$ cat config.mk
export PLATFORM = sky130hd
export DESIGN_NAME = coo2csr_alu
export DESIGN_NICKNAME = d
export VERILOG_FILES = /design/src/rtl/core/assert_macros.svh /design/src/rtl/core/coo2csr_pkg.sv /design/src/rtl/core/coo2csr_alu.sv
export SDC_FILE = /design/constraint.sdc
export NUM_CORES = 1
export LEC_CHECK = 0
export ABC_AREA = 0
export ABC_CLOCK_PERIOD_IN_PS = 2780
export BUFFER_PORTS_ARGS = -buffer_cell sky130_fd_sc_hd__clkbuf_2
export CAP_MARGIN = 20
export CORE_UTILIZATION = 41
export DETAILED_ROUTE_END_ITERATION = 7
export GPL_ROUTABILITY_DRIVEN = 0
export PLACE_DENSITY_LB_ADDON = 0.05
export SLEW_MARGIN = 25
export SYNTH_ARGS = -nofsm -noshare
export SYNTH_HDL_FRONTEND = slang
export SYNTH_SLANG_ARGS = --single-unit
$ cat constraint.sdc
create_clock -name vclk -period 2.78
set_clock_uncertainty 0.05 [all_clocks]
set_input_delay 0.278 -clock vclk [all_inputs]
set_output_delay 0.278 -clock vclk [all_outputs]
set_load 0.005 [all_outputs]
$ cat src/rtl/core/assert_macros.svh
// Assertion macros shared by the converter RTL.
`ifndef ASSERT_MACROS_SVH
`define ASSERT_MACROS_SVH

// Check a property on every clock edge outside reset.
`define COO2CSR_ASSERT(label, prop, msg) \
	label: assert property (@(posedge clk) disable iff (!arst_n) prop) else $error(msg);

// Check that a condition never holds outside reset.
`define COO2CSR_NEVER(label, cond, msg) \
	label: assert property (@(posedge clk) disable iff (!arst_n) !(cond)) else $error(msg);

`endif

$ cat src/rtl/core/coo2csr_pkg.sv
// Shared constants, field layout and codes of the COO to CSR converter.
package coo2csr_pkg;

	localparam int MAX_ROWS_DEF    = 1024;
	localparam int MAX_ENTRIES_DEF = 4096;

	localparam int CMD_W      = 3;
	localparam int ROW_IN_W   = 11;
	localparam int COL_W      = 16;
	localparam int VAL_W      = 64;
	localparam int POS_W      = 12;
	localparam int STATUS_W   = 3;
	localparam int START_W    = 13;
	localparam int TOTAL_W    = 13;
	localparam int NUM_ROWS_W = 11;

	localparam logic [NUM_ROWS_W-1:0] NUM_ROWS_RST = 11'd1024;

	localparam int S_ROW_LSB = 0;
	localparam int S_COL_LSB = S_ROW_LSB + ROW_IN_W;
	localparam int S_VAL_LSB = S_COL_LSB + COL_W;
	localparam int S_POS_LSB = S_VAL_LSB + VAL_W;
	localparam int S_TDATA_W = ((S_POS_LSB + POS_W + 7) / 8) * 8;

	localparam int M_FIELDS_W = START_W + COL_W + VAL_W + TOTAL_W;
	localparam int M_TDATA_W  = ((M_FIELDS_W + 7) / 8) * 8;
	localparam int M_PAD_W    = M_TDATA_W - M_FIELDS_W;

	localparam logic [CMD_W-1:0] CMD_CLEAR    = 3'd0;
	localparam logic [CMD_W-1:0] CMD_LOAD     = 3'd1;
	localparam logic [CMD_W-1:0] CMD_BUILD    = 3'd2;
	localparam logic [CMD_W-1:0] CMD_RD_PTR   = 3'd3;
	localparam logic [CMD_W-1:0] CMD_RD_ENTRY = 3'd4;

	localparam logic [STATUS_W-1:0] ST_OK        = 3'd0;
	localparam logic [STATUS_W-1:0] ST_UNSORTED  = 3'd1;
	localparam logic [STATUS_W-1:0] ST_ROW_RANGE = 3'd2;
	localparam logic [STATUS_W-1:0] ST_FULL      = 3'd3;
	localparam logic [STATUS_W-1:0] ST_INVALID   = 3'd4;

	localparam int ALU_OP_W = 2;
	typedef logic [ALU_OP_W-1:0] alu_op_t;
	localparam alu_op_t ALU_ADD = 2'd0;
	localparam alu_op_t ALU_INC = 2'd1;
	localparam alu_op_t ALU_LT  = 2'd2;

endpackage

$ cat src/rtl/core/coo2csr_alu.sv
// Shared add, increment and compare unit of the converter sequencer.
module coo2csr_alu #(
	parameter int W = coo2csr_pkg::TOTAL_W
) (
	input  coo2csr_pkg::alu_op_t op,
	input  logic [W-1:0]         a,
	input  logic [W-1:0]         b,
	output logic [W-1:0]         res
);

	always_comb begin
		case (op)
			coo2csr_pkg::ALU_ADD: res = a + b;
			coo2csr_pkg::ALU_INC: res = a + W'(1);
			coo2csr_pkg::ALU_LT:  res = W'(a < b);
			default:              res = '0;
		endcase
	end

endmodule

== After elaboration in Yosys (flattened, before gate mapping) ==
Cells that the tools add are included.

* Register bits: 0
* Input port bits: 28
* Logic and storage cells: 7

* Add/sub/neg operators: 2
* Magnitude comparators: 1
* Equal/unequal tests: 2
* Multiplexer cells: 1
* Reductions and logical operators: 1

{| class="wikitable"
|+ Operators by type and width
! operator !! number
|-
| $pmux W13 S3 || 1
|-
| $add A13 B1 Y13 const B || 1
|-
| $add A13 B13 Y13 || 1
|-
| $lt A13 B13 Y1 || 1
|-
| $eq A2 B1 Y1 const B || 1
|-
| $eq A2 B2 Y1 const B || 1
|-
| $logic_not A2 Y1 || 1
|}

== Logic depth before layout (Yosys ltp) ==
* Depth in word-level cells: 2
* Gate-level depth with buffers: 11
* Gate-level depth less buffers: 10

== Worst setup path before layout ==
OpenSTA, ideal clock, no wires.

* Path type: input-to-output
* From: in op[1]
* To: out res[8]
* Arrival: 2.251 ns
* Slack: 0.201 ns
* Cell stages on the path: 10
* Path buffers: 2
* Cell sequence: clkbuf_1 inv_1 clkbuf_1 a21oi_1 ha_1 nor2b_1 o211ai_1 a21o_1 a21oi_1 mux2_1

* Longest elaborated chain between the ends: 2
* Elaborated cells between the ends (all ways): 4
* Those cells by class: 2 x eq/ne; 1 x mux; 1 x reduce/logical

{| class="wikitable"
|+ Ends and longest elaborated chain
! what !! RTL line !! text
|-
| start: declaration || coo2csr_alu.sv:5 || <nowiki>input coo2csr_pkg::alu_op_t op,</nowiki>
|-
| $eq A2 B2 Y1, or another cell as far along || coo2csr_alu.sv:12 || <nowiki>case (op)</nowiki>
|-
| $pmux W13 S3 * || coo2csr_alu.sv:12 ||
|-
| end: declaration || coo2csr_alu.sv:8 || <nowiki>output logic [W-1:0] res</nowiki>
|}

Mark *: on every way between the ends. The rest lies on a longest branch, timed or not.

== Worst setup path in the final report ==
Same ends and word-level chain as after synthesis.

==> metrics <==
status=complete, no violations; DP Worst Slack=0.109 ns; WP buf/inv=3; Crit-path slowest cell=fa_2; residual DRC count=0; num rows=17; Mapped Area=1050 um^2; Crit Path Max Fanout=4; pwr dens=200 nW/um^2; CP delay by family, top=compound AO/OA/AOI/OAI gates; Worst path max stage delay=around 0.34 ns; Final ANT Viol Nets=0; share of cells above drive strength 1=28.9%; CP Class=input port to output pin; Worst VDD drop=0.107 mV; WHS=0.897 ns; f_max=between 0.3 and 0.4 GHz; IO Count=41; Post-Place Cell Area=between 1000 and 1500 um^2; Min-Delay Path Class=input port to output pin; Synth area leaders=ha_1 29%, a21oi_1 8.1%, a21o_1 7.2%, inv_1 6.5%, nor2_1 4.7%; Die Y=52.5 um; Final Cycle Share=a little over nine tenths; area leader, netlist=ha_1; Seq Cell Count=0; Total GRT Usage=approximately a fifth; hold_buf cts=0; IO buf count=41; number of global-route vias before repair=between 1,000 and 1,500; initial antenna violation count=0; Yosys top cell area share=28.7%; setup TNS=0 ns; Via density=~5.5; largest net degree at the start of global routing=12; DIE AREA=2760 um^2; synthesized instance count=between 100 and 150; Seq/Total Area, Yosys=0%; routed wire length per instance=11.7 um; RSZ-0062 raised after global routing=false; first-pass GRT wire length=roughly 4.1 mm; Pleak=0.763 nW; routed via count=~1,200; WP data arrival=2.31 ns; Nets=roughly 250; First-pass DRT Iterations=4; CP cell instances=clkbuf_2, nand2b_1, nand2b_1, ha_2, inv_1, fa_2, nor2b_2, o211ai_1, a21o_1, a21oi_2, mux2_1, clkbuf_2; Mean Syn Cell Area=7.07 um^2; worst setup margin=0.138 ns; ANT cells=0; Unique masters post-synth=36; Sequential Area=0 um^2; Post-Layout Inst Area=~1400 um^2; Syn Nets=201; final setup vio count=0; crit path launch type=input port; hold_sp=op[1]; Hold EP=res[3]; Setup crit end kind=output pin; clock buffers=0; Hold Violations, Final=0; initial DRC count=23; Worst Path Required=2.45 ns; worst-margin pin slew=0.325 ns; cell depth of the worst min-delay path=4; gr ovfl total=0; fin crit period=2.64 ns; Max Transition Viols Final=0; Worst slew margin=78.2%; Routed WL=around 2.6 mm; Core Area=about 2300 um^2; max cap viols=0; starting density of the core=45.5%; Area Growth Syn to Fin=29.1%; die width=52.5 um; hpwl dp=2.30 mm; synth warn=0
-- area by class of cell --
| type | count | area, um^2 |
|---|---|---|
| Inverter | 18 | 67.6 |
| Multi-Input combinational cell | 126 | 975 |
| Tap cell | 28 | 35.0 |
| Fill cell | 240 | 947 |
| Timing Repair Buffer | 50 | 273 |
-- layout by cell type, fill, tap and decap left out, types with 2 or more instances in the layout --
cell type,netlist,final
inv_1,18,18
and4_1,2,2
a21oi_1,17,16
a21o_1,10,10
buf_4,0,9
o211ai_1,5,5
xnor2_1,3,3
ha_1,24,23
a211oi_1,3,3
and2_1,2,2
o21ai_0,3,3
nor3_1,2,2
nand2b_1,5,5
and3_1,2,2
clkbuf_2,0,41
xor2_1,2,2
nor2b_1,3,2
nor2_1,13,13
nand3_1,7,7
nand2_1,6,6
-- cell usage after synthesis, types with 2 or more instances --
cell type	instances
a211oi_1	3
a21o_1	10
a21oi_1	17
and2_1	2
and3_1	2
and4_1	2
clkbuf_1	4
ha_1	24
inv_1	18
nand2_1	6
nand2b_1	5
nand3_1	7
nor2_1	13
nor2b_1	3
nor3_1	2
o211ai_1	5
o21ai_0	3
xnor2_1	3
xor2_1	2
-- per-layer routing --
layer	global-route usage [%]	vias to the layer above	wire, um
met5	0	-	0
met4	2.19	0	15
met3	0	2	135
met2	34.8	36	1210
met1	25.4	538	1240
li1	-	641	-
-- through the flow --
step | utilization, % | instances | total power, mW
after floorplan | - | 148 | 0.173
after global placement | 57.6 | 220 | 0.259
after detailed placement | 57.6 | 220 | 0.264
after CTS | 57.6 | 220 | 0.266
after global routing | 58.8 | 222 | 0.302
final | 58.8 | 222 | 0.270
-- where the power goes --
part	leakage [nW]	total (mW)	switching [mW]	internal (mW)
Clock	0	0	0	0
Sequential	0	0	0	0
Combinational	0.763	0.270	0.140	0.130
Total	0.763	0.270	0.140	0.130
-- cells by family after synthesis --
family / Yosys count / synth area share, %
compound gates: 50 / 34.3
xor+xnor: 5 / 4.19
fa+ha+maj: 25 / 30.6
buf+inv: 22 / 7.89
mux: 1 / 1.08
simple gates: 45 / 21.9
-- worst max path at each step --
stage / start / end / cells after the start
6_report: op[1] / res[8] / 12
5_1_grt: op[1] / res[12] / 9
4_1_cts: op[1] / res[8] / 12
3_5_place_dp: op[1] / res[8] / 12
3_3_place_gp: op[1] / res[8] / 12
2_1_floorplan: op[1] / res[8] / 10
-- timing repair --
item	4_1_cts	5_1_grt
setup buffers	0	2
hold endpoints to repair	0	0
resized for setup	0	4
setup endpoints to repair	0	1
Power figures use the tool's default switching activity.
